**config.mk**
```make
export PLATFORM = sky130hd
export DESIGN_NAME = gpfpd_sentence_checker_splitter_flat
export DESIGN_NICKNAME = d
export VERILOG_FILES = /design/src/hdl/gpfpd_pkg.sv /design/src/hdl/gpfpd_if.sv /design/src/hdl/gpfpd_tagger.sv /design/src/hdl/gpfpd_checksum.sv /design/src/hdl/gpfpd_sentence_checker_splitter.sv /design/src/flat_wrapper.sv
export SDC_FILE = /design/constraint.sdc
export NUM_CORES = 1
export LEC_CHECK = 0
export ABC_CLOCK_PERIOD_IN_PS = 3100
export BUFFER_PORTS_ARGS = -buffer_cell sky130_fd_sc_hd__buf_2
export CAP_MARGIN = 40
export CORE_MARGIN = 2
export CORE_UTILIZATION = 58
export DETAILED_ROUTE_END_ITERATION = 8
export PLACE_DENSITY = 0.76
export SLEW_MARGIN = 20
export SYNTH_ARGS = -nofsm -noshare
export SYNTH_HDL_FRONTEND = slang
export SYNTH_SLANG_ARGS = --single-unit
```
**constraint.sdc**
```tcl
create_clock -name clk -period 3.1 [get_ports clk]
set_clock_uncertainty 0.1 [all_clocks]
set_input_delay 0.93 -clock clk [delete_from_list [all_inputs] [get_ports clk]]
set_output_delay 0.93 -clock clk [all_outputs]
set_load 0.005 [all_outputs]
```
**src/hdl/gpfpd_pkg.sv**
```systemverilog
// Shared types, character constants and helper functions for the GPFPD
// sentence checker and field splitter. No dependencies.
package gpfpd_pkg;

  // Characters that steer the scan
  localparam logic [7:0] CHAR_DOLLAR = 8'h24;
  localparam logic [7:0] CHAR_STAR   = 8'h2A;
  localparam logic [7:0] CHAR_COMMA  = 8'h2C;

  localparam int HDR_LEN = 6;

  // Role of one byte within the sentence
  typedef enum logic [2:0] {
    ROLE_DATA   = 3'd0,
    ROLE_COMMA  = 3'd1,
    ROLE_STATUS = 3'd2,
    ROLE_CKSUM  = 3'd3,
    ROLE_TERM   = 3'd4,
    ROLE_BEYOND = 3'd5
  } role_t;

  // Tag given to each byte by the field tagger
  typedef struct packed {
    logic [3:0] field_index;
    role_t      byte_role;
  } tag_t;

  // Checksum and header verdict for each byte
  typedef struct packed {
    logic       header_ok;
    logic       checksum_ok;
    logic [7:0] computed_checksum;
  } verdict_t;

  // Decoded hex digit: valid flag and value
  typedef struct packed {
    logic       valid;
    logic [3:0] value;
  } hex_t;

  // Expected header character at a given position, "$GPFPD".
  function automatic logic [7:0] hdr_char(input logic [2:0] pos);
    logic [7:0] c;
    case (pos)
      3'd0:    c = 8'h24;  // $
      3'd1:    c = 8'h47;  // G
      3'd2:    c = 8'h50;  // P
      3'd3:    c = 8'h46;  // F
      3'd4:    c = 8'h50;  // P
      3'd5:    c = 8'h44;  // D
      default: c = 8'h00;
    endcase
    return c;
  endfunction

  // Uppercase hex digit decode.
  function automatic hex_t hex_decode(input logic [7:0] c);
    hex_t h;
    h.valid = 1'b0;
    h.value = 4'd0;
    if (c >= 8'h30 && c <= 8'h39) begin
      h.valid = 1'b1;
      h.value = 4'(c - 8'h30);
    end else if (c >= 8'h41 && c <= 8'h46) begin
      h.valid = 1'b1;
      h.value = 4'(c - 8'h41 + 8'd10);
    end
    return h;
  endfunction

endpackage

```
**src/hdl/gpfpd_if.sv**
```systemverilog
// Valid/ready channel interfaces for the GPFPD sentence checker.
// No dependencies.
interface gpfpd_in_if;
  logic       valid;
  logic       ready;
  logic [7:0] data_byte;
  logic       last_byte;

  modport source (output valid, output data_byte, output last_byte, input ready);
  modport sink   (input valid, input data_byte, input last_byte, output ready);
endinterface

interface gpfpd_out_if;
  logic       valid;
  logic       ready;
  logic [7:0] echo_byte;
  logic [3:0] field_index;
  logic [2:0] byte_role;
  logic       frame_done;
  logic       header_ok;
  logic       checksum_ok;
  logic [7:0] computed_checksum;

  modport source (output valid, output echo_byte, output field_index, output byte_role,
                  output frame_done, output header_ok, output checksum_ok,
                  output computed_checksum, input ready);
  modport sink   (input valid, input echo_byte, input field_index, input byte_role,
                  input frame_done, input header_ok, input checksum_ok,
                  input computed_checksum, output ready);
endinterface

```
**src/hdl/gpfpd_tagger.sv**
```systemverilog
// Field tagger: counts commas and gives each byte its field index and role.
// Depends on gpfpd_pkg.
module gpfpd_tagger #(
  parameter int FIELD_COUNT = 16
) (
  input  logic                clk,
  input  logic                rst_n,
  input  logic                step,
  input  logic [7:0]          data_byte,
  input  logic                last_byte,
  output gpfpd_pkg::tag_t     tag
);

  localparam int CW = $clog2(FIELD_COUNT + 1);

  logic [CW-1:0] comma_count_r, comma_count_nxt;
  logic [2:0]    offset_r, offset_nxt;
  gpfpd_pkg::role_t role;

  always_comb begin
    comma_count_nxt = comma_count_r;
    offset_nxt      = offset_r;
    if (data_byte == gpfpd_pkg::CHAR_COMMA) begin
      role = gpfpd_pkg::ROLE_COMMA;
      if (comma_count_r < CW'(FIELD_COUNT)) comma_count_nxt = comma_count_r + 1'b1;
    end else if (comma_count_r < CW'(FIELD_COUNT - 1)) begin
      role = gpfpd_pkg::ROLE_DATA;
    end else if (comma_count_r == CW'(FIELD_COUNT - 1)) begin
      if (offset_r < 3'd2)      role = gpfpd_pkg::ROLE_STATUS;
      else if (offset_r < 3'd5) role = gpfpd_pkg::ROLE_CKSUM;
      else                      role = gpfpd_pkg::ROLE_TERM;
      if (offset_r < 3'd5) offset_nxt = offset_r + 3'd1;
    end else begin
      role = gpfpd_pkg::ROLE_BEYOND;
    end
    // The next frame starts from a clean count.
    if (last_byte) begin
      comma_count_nxt = '0;
      offset_nxt      = 3'd0;
    end
  end

  assign tag.field_index = (comma_count_r > 15) ? 4'd15 : 4'(comma_count_r);
  assign tag.byte_role   = role;

  always_ff @(posedge clk) begin
    if (!rst_n) begin
      comma_count_r <= '0;
      offset_r      <= 3'd0;
    end else if (step) begin
      comma_count_r <= comma_count_nxt;
      offset_r      <= offset_nxt;
    end
  end

endmodule

```
**src/hdl/gpfpd_checksum.sv**
```systemverilog
// Checksum and header checker: running XOR between '$' and '*', received
// hex digits after '*', and the "$GPFPD" header match. Depends on gpfpd_pkg.
module gpfpd_checksum (
  input  logic                clk,
  input  logic                rst_n,
  input  logic                step,
  input  logic [7:0]          data_byte,
  input  logic                last_byte,
  output gpfpd_pkg::verdict_t verdict
);

  typedef enum logic [1:0] {
    SCAN_IDLE = 2'd0,
    SCAN_BODY = 2'd1,
    SCAN_TAIL = 2'd2
  } scan_t;

  scan_t      mode_r, mode_nxt;
  logic [7:0] xor_r, xor_nxt;
  logic [2:0] pos_r, pos_nxt;
  logic       hdr_match_r, hdr_match_nxt;
  logic [7:0] digits_r, digits_nxt;
  logic [1:0] dcount_r, dcount_nxt;
  logic       dvalid_r, dvalid_nxt;
  gpfpd_pkg::hex_t hex;

  assign hex = gpfpd_pkg::hex_decode(data_byte);

  always_comb begin
    mode_nxt      = mode_r;
    xor_nxt       = xor_r;
    pos_nxt       = pos_r;
    hdr_match_nxt = hdr_match_r;
    digits_nxt    = digits_r;
    dcount_nxt    = dcount_r;
    dvalid_nxt    = dvalid_r;

    if (pos_r < 3'(gpfpd_pkg::HDR_LEN)) begin
      if (data_byte != gpfpd_pkg::hdr_char(pos_r)) hdr_match_nxt = 1'b0;
      pos_nxt = pos_r + 3'd1;
    end

    case (mode_r)
      SCAN_IDLE: begin
        if (data_byte == gpfpd_pkg::CHAR_DOLLAR) mode_nxt = SCAN_BODY;
      end
      SCAN_BODY: begin
        if (data_byte == gpfpd_pkg::CHAR_STAR) mode_nxt = SCAN_TAIL;
        else if (!last_byte)                   xor_nxt  = xor_r ^ data_byte;
      end
      default: begin
        if (!last_byte) begin
          if (dcount_r < 2'd2) begin
            if (!hex.valid) dvalid_nxt = 1'b0;
            else            digits_nxt = {digits_r[3:0], hex.value};
            dcount_nxt = dcount_r + 2'd1;
          end else if (dcount_r == 2'd2) begin
            dcount_nxt = 2'd3;
          end else begin
            dvalid_nxt = 1'b0;
          end
        end
      end
    endcase
  end

  assign verdict.computed_checksum = xor_nxt;
  assign verdict.header_ok   = last_byte && hdr_match_nxt &&
                               (pos_nxt == 3'(gpfpd_pkg::HDR_LEN));
  assign verdict.checksum_ok = last_byte && (mode_nxt == SCAN_TAIL) &&
                               (dcount_nxt == 2'd3) && dvalid_nxt &&
                               (digits_nxt == xor_nxt);

  always_ff @(posedge clk) begin
    if (!rst_n || (step && last_byte)) begin
      mode_r      <= SCAN_IDLE;
      xor_r       <= 8'd0;
      pos_r       <= 3'd0;
      hdr_match_r <= 1'b1;
      digits_r    <= 8'd0;
      dcount_r    <= 2'd0;
      dvalid_r    <= 1'b1;
    end else if (step) begin
      mode_r      <= mode_nxt;
      xor_r       <= xor_nxt;
      pos_r       <= pos_nxt;
      hdr_match_r <= hdr_match_nxt;
      digits_r    <= digits_nxt;
      dcount_r    <= dcount_nxt;
      dvalid_r    <= dvalid_nxt;
    end
  end

endmodule

```
**src/hdl/gpfpd_sentence_checker_splitter.sv**
```systemverilog
// Top level of the GPFPD sentence checker and field splitter.
// Depends on gpfpd_pkg, gpfpd_if, gpfpd_tagger and gpfpd_checksum.
//
// Usage: the in_ch channel takes one received sentence character per item,
// with last_byte set on the closing line feed. For every input item exactly
// one item leaves on out_ch: the character echoed, its comma-counted field
// index, its role within the sentence and, on the last byte, the verdict on
// the "$GPFPD" header and on the two hex checksum digits after '*'. The
// running XOR is shown on every item.
// From acceptance to out_ch.valid, the input register takes the item and the result register
// is then loaded from it through the tagging and checksum logic.
// Throughput is one item per cycle for as long as the receiver keeps
// out_ch.ready high. The per-sentence state (comma count, XOR, header match,
// digit capture) advances as an item moves from the input register into the
// result register, so it is updated once per item and in order.
// When the receiver stalls, the result register holds its item and the input
// register can still take one more; in_ch.ready falls only when both are full.
// Reset (rst_n low, synchronous) empties both registers and returns the
// sentence state to its idle values; the same state is also cleared after
// each byte flagged as last, so every frame starts fresh.
module gpfpd_sentence_checker_splitter #(
  parameter int FIELD_COUNT = 16
) (
  input  logic        clk,
  input  logic        rst_n,
  gpfpd_in_if.sink    in_ch,
  gpfpd_out_if.source out_ch
);

  // Input register
  logic       s1_valid_r;
  logic [7:0] s1_byte_r;
  logic       s1_last_r;

  // Result register
  logic                out_valid_r, out_valid_nxt;
  logic [7:0]          out_byte_r;
  logic                out_last_r;
  gpfpd_pkg::tag_t     out_tag_r;
  gpfpd_pkg::verdict_t out_verdict_r;

  gpfpd_pkg::tag_t     tag;
  gpfpd_pkg::verdict_t verdict;

  logic advance;
  logic in_take;

  // The item in the input register moves on when the result register is
  // empty or is being emptied in this cycle.
  assign advance  = s1_valid_r && (!out_valid_r || out_ch.ready);
  assign in_ch.ready = !s1_valid_r || advance;
  assign in_take  = in_ch.valid && in_ch.ready;

  gpfpd_tagger #(
    .FIELD_COUNT (FIELD_COUNT)
  ) u_tagger (
    .clk       (clk),
    .rst_n     (rst_n),
    .step      (advance),
    .data_byte (s1_byte_r),
    .last_byte (s1_last_r),
    .tag       (tag)
  );

  gpfpd_checksum u_checksum (
    .clk       (clk),
    .rst_n     (rst_n),
    .step      (advance),
    .data_byte (s1_byte_r),
    .last_byte (s1_last_r),
    .verdict   (verdict)
  );

  assign out_valid_nxt = advance || (out_valid_r && !out_ch.ready);

  // Control state
  always_ff @(posedge clk) begin
    if (!rst_n) begin
      s1_valid_r  <= 1'b0;
      out_valid_r <= 1'b0;
    end else begin
      if (in_take)      s1_valid_r <= 1'b1;
      else if (advance) s1_valid_r <= 1'b0;
      out_valid_r <= out_valid_nxt;
    end
  end

  // Payload registers
  always_ff @(posedge clk) begin
    if (in_take) begin
      s1_byte_r <= in_ch.data_byte;
      s1_last_r <= in_ch.last_byte;
    end
    if (advance) begin
      out_byte_r    <= s1_byte_r;
      out_last_r    <= s1_last_r;
      out_tag_r     <= tag;
      out_verdict_r <= verdict;
    end
  end

  assign out_ch.valid             = out_valid_r;
  assign out_ch.echo_byte         = out_byte_r;
  assign out_ch.field_index       = out_tag_r.field_index;
  assign out_ch.byte_role         = 3'(out_tag_r.byte_role);
  assign out_ch.frame_done        = out_last_r;
  assign out_ch.header_ok         = out_verdict_r.header_ok;
  assign out_ch.checksum_ok       = out_verdict_r.checksum_ok;
  assign out_ch.computed_checksum = out_verdict_r.computed_checksum;

endmodule

```
**src/flat_wrapper.sv**
```systemverilog
// flat-port wrapper written by rule: the top's interface ports become plain ports
module gpfpd_sentence_checker_splitter_flat 
#(
  parameter int FIELD_COUNT = 16
)
  (clk, rst_n, in_ch_valid, in_ch_data_byte, in_ch_last_byte, in_ch_ready, out_ch_valid, out_ch_echo_byte, out_ch_field_index, out_ch_byte_role, out_ch_frame_done, out_ch_header_ok, out_ch_checksum_ok, out_ch_computed_checksum, out_ch_ready);
  gpfpd_in_if in_ch_i ();
  gpfpd_out_if out_ch_i ();
  input  logic clk;
  input  logic rst_n;
  input wire logic [$bits(in_ch_i.valid)-1:0] in_ch_valid;
  input wire logic [$bits(in_ch_i.data_byte)-1:0] in_ch_data_byte;
  input wire logic [$bits(in_ch_i.last_byte)-1:0] in_ch_last_byte;
  output wire logic [$bits(in_ch_i.ready)-1:0] in_ch_ready;
  output wire logic [$bits(out_ch_i.valid)-1:0] out_ch_valid;
  output wire logic [$bits(out_ch_i.echo_byte)-1:0] out_ch_echo_byte;
  output wire logic [$bits(out_ch_i.field_index)-1:0] out_ch_field_index;
  output wire logic [$bits(out_ch_i.byte_role)-1:0] out_ch_byte_role;
  output wire logic [$bits(out_ch_i.frame_done)-1:0] out_ch_frame_done;
  output wire logic [$bits(out_ch_i.header_ok)-1:0] out_ch_header_ok;
  output wire logic [$bits(out_ch_i.checksum_ok)-1:0] out_ch_checksum_ok;
  output wire logic [$bits(out_ch_i.computed_checksum)-1:0] out_ch_computed_checksum;
  input wire logic [$bits(out_ch_i.ready)-1:0] out_ch_ready;
  assign in_ch_i.valid = in_ch_valid;
  assign in_ch_i.data_byte = in_ch_data_byte;
  assign in_ch_i.last_byte = in_ch_last_byte;
  assign in_ch_ready = in_ch_i.ready;
  assign out_ch_valid = out_ch_i.valid;
  assign out_ch_echo_byte = out_ch_i.echo_byte;
  assign out_ch_field_index = out_ch_i.field_index;
  assign out_ch_byte_role = out_ch_i.byte_role;
  assign out_ch_frame_done = out_ch_i.frame_done;
  assign out_ch_header_ok = out_ch_i.header_ok;
  assign out_ch_checksum_ok = out_ch_i.checksum_ok;
  assign out_ch_computed_checksum = out_ch_i.computed_checksum;
  assign out_ch_i.ready = out_ch_ready;
  gpfpd_sentence_checker_splitter #(.FIELD_COUNT(FIELD_COUNT)) u_core (.clk(clk), .rst_n(rst_n), .in_ch(in_ch_i), .out_ch(out_ch_i));
endmodule
```
==> results.ini <==
[status]
status=finished clean

[logic_synthesis]
ys_seq_elements=70
avgSynthCellArea_um2=9.96
synth-edff-count=35
syn-num-nets=378
ys_warn_count=0
netlist_area_um2=3510
synthCells=353
yosysUniqueCellTypes=55
ys_seq_area_frac=0.498
synth_async_sr_flop_share=0
ys.flop_type=edfxtp_1
yosys.area.top_type=edfxtp_1
yosys-top-cells-area=edfxtp_1 30%, dfxtp_1 20%, xnor2_1 5.0%, ha_1 4.3%, nor2_1 4.2%
synth_top_area_frac=0.299

[power_and_ir_drop]
p_clk_frac=0.405
powerDensity_nw_per_um2=480
power_uw=1940
ir_drop_uv=353
seqPwrFrac=0.524
p_sw_uw=442
power.leakage_uw=0.00158
p_sw_frac=0.227
pwr-share-comb=0.071
p_int_uw=1500

[sta]
rsz0062_at_grt=false
finalSetupTns_ns=0
timing.hold.ws_ns=0.371
fmax_ghz=0.355
worst_pin_slew_ns=0.498
post-route-period-util=0.909
drv_slew=0
period_needed_ns=2.82
hold_violations=0
maxSlewHeadroom=0.667
setup_viol=0

[die]
die_area_um2=6700
fp-row-count=28
start_util=0.597
io_pins=41
die-height_um=81.8
dieWidth_um=81.8
core-area_um2=5890

[worst_setup_path]
endpoint_kind=flop
arrival_ns=2.89
start_kind=flop
critical_path_class=reg2reg
cp_max_fo=10
cp.required_ns=3.17
crit_path_max_incr_delay_ns=0.56
path_cells=inv_1, ha_1, nor4b_2, o31ai_2, nand3_1, a32oi_1, xnor2_1, nand4_1, nor4_2
critPathSlowestCell=edfxtp_1

[clock_network]
clock_latency_ns=0.34
ctsHoldBuffers=0
clock_sinks=70
cts_tree=built
clkTransAtPathRegs_ns=0.07
clockRootBuffer=clkbuf_8
clock_path_buffers=2
numCtsBuffers=9
htree_levels=3

[detailed_routing]
drtIter0Drc=171
drt_wl_total_um=7220
first_pass_iters=5
ant_nets=0
num_vias=2681
drc=0
wl_per_cell_um=15.0
vias_per_cell=5.59

[layout]
stdcell_area_um2=4050
instances_no_fill=480
area_growth_pct=15.2
diodes=0
final_nets=425
drive_gt1_frac=0.183

[place]
placed_area_um2=3830
place_inst=464
dp_hpwl_um=5300
port_buffers=40
gp_congestion=0.903

[worst_hold_path]
min-delay-path-class=reg2reg

[global_routing]
grt_pass1_vias=2429
antenna_found_initial=0
grt_max_degree=19
grt_pass1_wl_um=11600
grt-ovfl-total=0
grt_usage=0.234

[flow_run]
maxCapViolations=0

## power groups by stage
stage / combinational (uW) / sequential [uW] / clock [uW]
3_3_place_gp: 136 / 1040 / 0
6_report: 139 / 1020 / 787
2_1_floorplan: 87.2 / 1030 / 0
3_5_place_dp: 139 / 1040 / 0
5_1_grt: 154 / 1020 / 839
4_1_cts: 139 / 1020 / 802
## flip-flops by register name (all words and copies together) (netlist names)
name / flops
u_core.out_ch.computed_checksum: 8
u_core.out_ch.echo_byte: 8
u_core.s1_byte_r: 8
u_core.u_checksum.digits_r: 8
u_core.u_checksum.xor_r: 8
u_core.u_tagger.comma_count_r: 5
u_core.out_ch.field_index: 4
u_core.out_ch.byte_role: 3
u_core.u_checksum.pos_r: 3
u_core.u_tagger.offset_r: 3
u_core.u_checksum.dcount_r: 2
u_core.u_checksum.mode_r: 2
u_core.out_ch.checksum_ok: 1
u_core.out_ch.frame_done: 1
u_core.out_ch.header_ok: 1
u_core.out_ch.valid: 1
u_core.s1_last_r: 1
u_core.s1_valid_r: 1
u_core.u_checksum.dvalid_r: 1
u_core.u_checksum.hdr_match_r: 1
## path summary, 6_finish.rpt
check	start	end	slack, ns	cells after the start
hold reg to reg	u_core.u_checksum.dvalid_r	u_core.u_checksum.dvalid_r	0.37	1
setup reg to reg	u_core.s1_byte_r[1]	u_core.out_ch.checksum_ok	0.28	9
hold / removal	u_core.u_checksum.dvalid_r	u_core.u_checksum.dvalid_r	0.37	1
setup / recovery	u_core.s1_byte_r[1]	u_core.out_ch.checksum_ok	0.28	9
## Yosys cell counts, drive strengths merged (3+ instances only)
master and instances:
nor2 39, dfxtp 35, edfxtp 35, nand2 33
xnor2 20, a21oi 18, o21ai 16, inv 14
nand3 14, xor2 13, ha 12, clkbuf 11
mux2i 9, nand2b 9, nor2b 7, buf 6
nand4 5, a31oi 4, a21boi 3, a32oi 3
and3 3, nand4b 3, nor3 3, o21a 3
## placed cells by master, fill, tap and decap left out, types with 3 or more instances in the layout
master / n
xor2_1: 13
nor2_1: 39
nand4_1: 5
xnor2_1: 20
o21a_1: 3
nor3_1: 3
buf_4: 13
nand2_1: 33
nor2b_1: 7
mux2i_1: 9
o21ai_0: 16
clkbuf_8: 9
ha_1: 12
a21boi_0: 3
inv_1: 14
dfxtp_1: 35
a32oi_1: 3
nand4b_1: 3
a21oi_1: 18
nand2b_1: 9
buf_2: 40
edfxtp_1: 35
a31oi_1: 4
and3_1: 3
nand3_1: 13
## layout make-up
cell class | instances | area, um^2
fill | 479 | 1840
sequential | 70 | 1750
multi-input combinational | 252 | 1640
timing repair buffer | 53 | 298
clock buffer | 9 | 124
tap | 75 | 93.8
clock inverter | 7 | 88.8
inverter | 14 | 52.6
## critical path: cells and delay by family, from the launching register on
kind                       cells  cell delay, ns
xor gates and xnor gates       1            0.17
AOI/OAI and AO/OA              2            0.54
buffers and inverters          1            0.12
DFF                            1            0.56
adders and majority gates      1            0.25
and+or+nand+nor                4            0.93
## what timing repair did
item / 4_1_cts / 5_1_grt
hold endpoints to repair: 0 / 0
setup endpoints to repair: 0 / 1
resized for setup: 0 / 1
buffers inserted: 0 / 0
## kinds of logic after synthesis
family / count (synthesis) / share of synthesized area
XOR/XNOR: 33 / 0.0822
buffers and inverters: 31 / 0.0367
AO/OA/AOI/OAI: 62 / 0.111
flip-flops: 70 / 0.498
adder cells (fa/ha/maj): 12 / 0.0427
AND/OR/NAND/NOR: 135 / 0.200
multiplexers: 10 / 0.0288
## through the flow
stage	utilization	setup slack, ns
2_1_floorplan	-	0.185
3_3_place_gp	0.651	0.379
3_5_place_dp	0.651	0.217
4_1_cts	0.687	0.202
5_1_grt	0.688	0.0445
6_report	0.688	0.283
## routing by layer
metal | routed length, um | part of all wire | vias up | track usage
li1 | - | - | 1346 | -
met1 | 3170 | 0.44 | 1233 | 0.302
met2 | 3480 | 0.48 | 85 | 0.372
met3 | 407 | 0.056 | 17 | 0.0527
met4 | 166 | 0.023 | 0 | 0.112
met5 | 0 | 0 | - | 0
(Power assumes the default switching activity.)
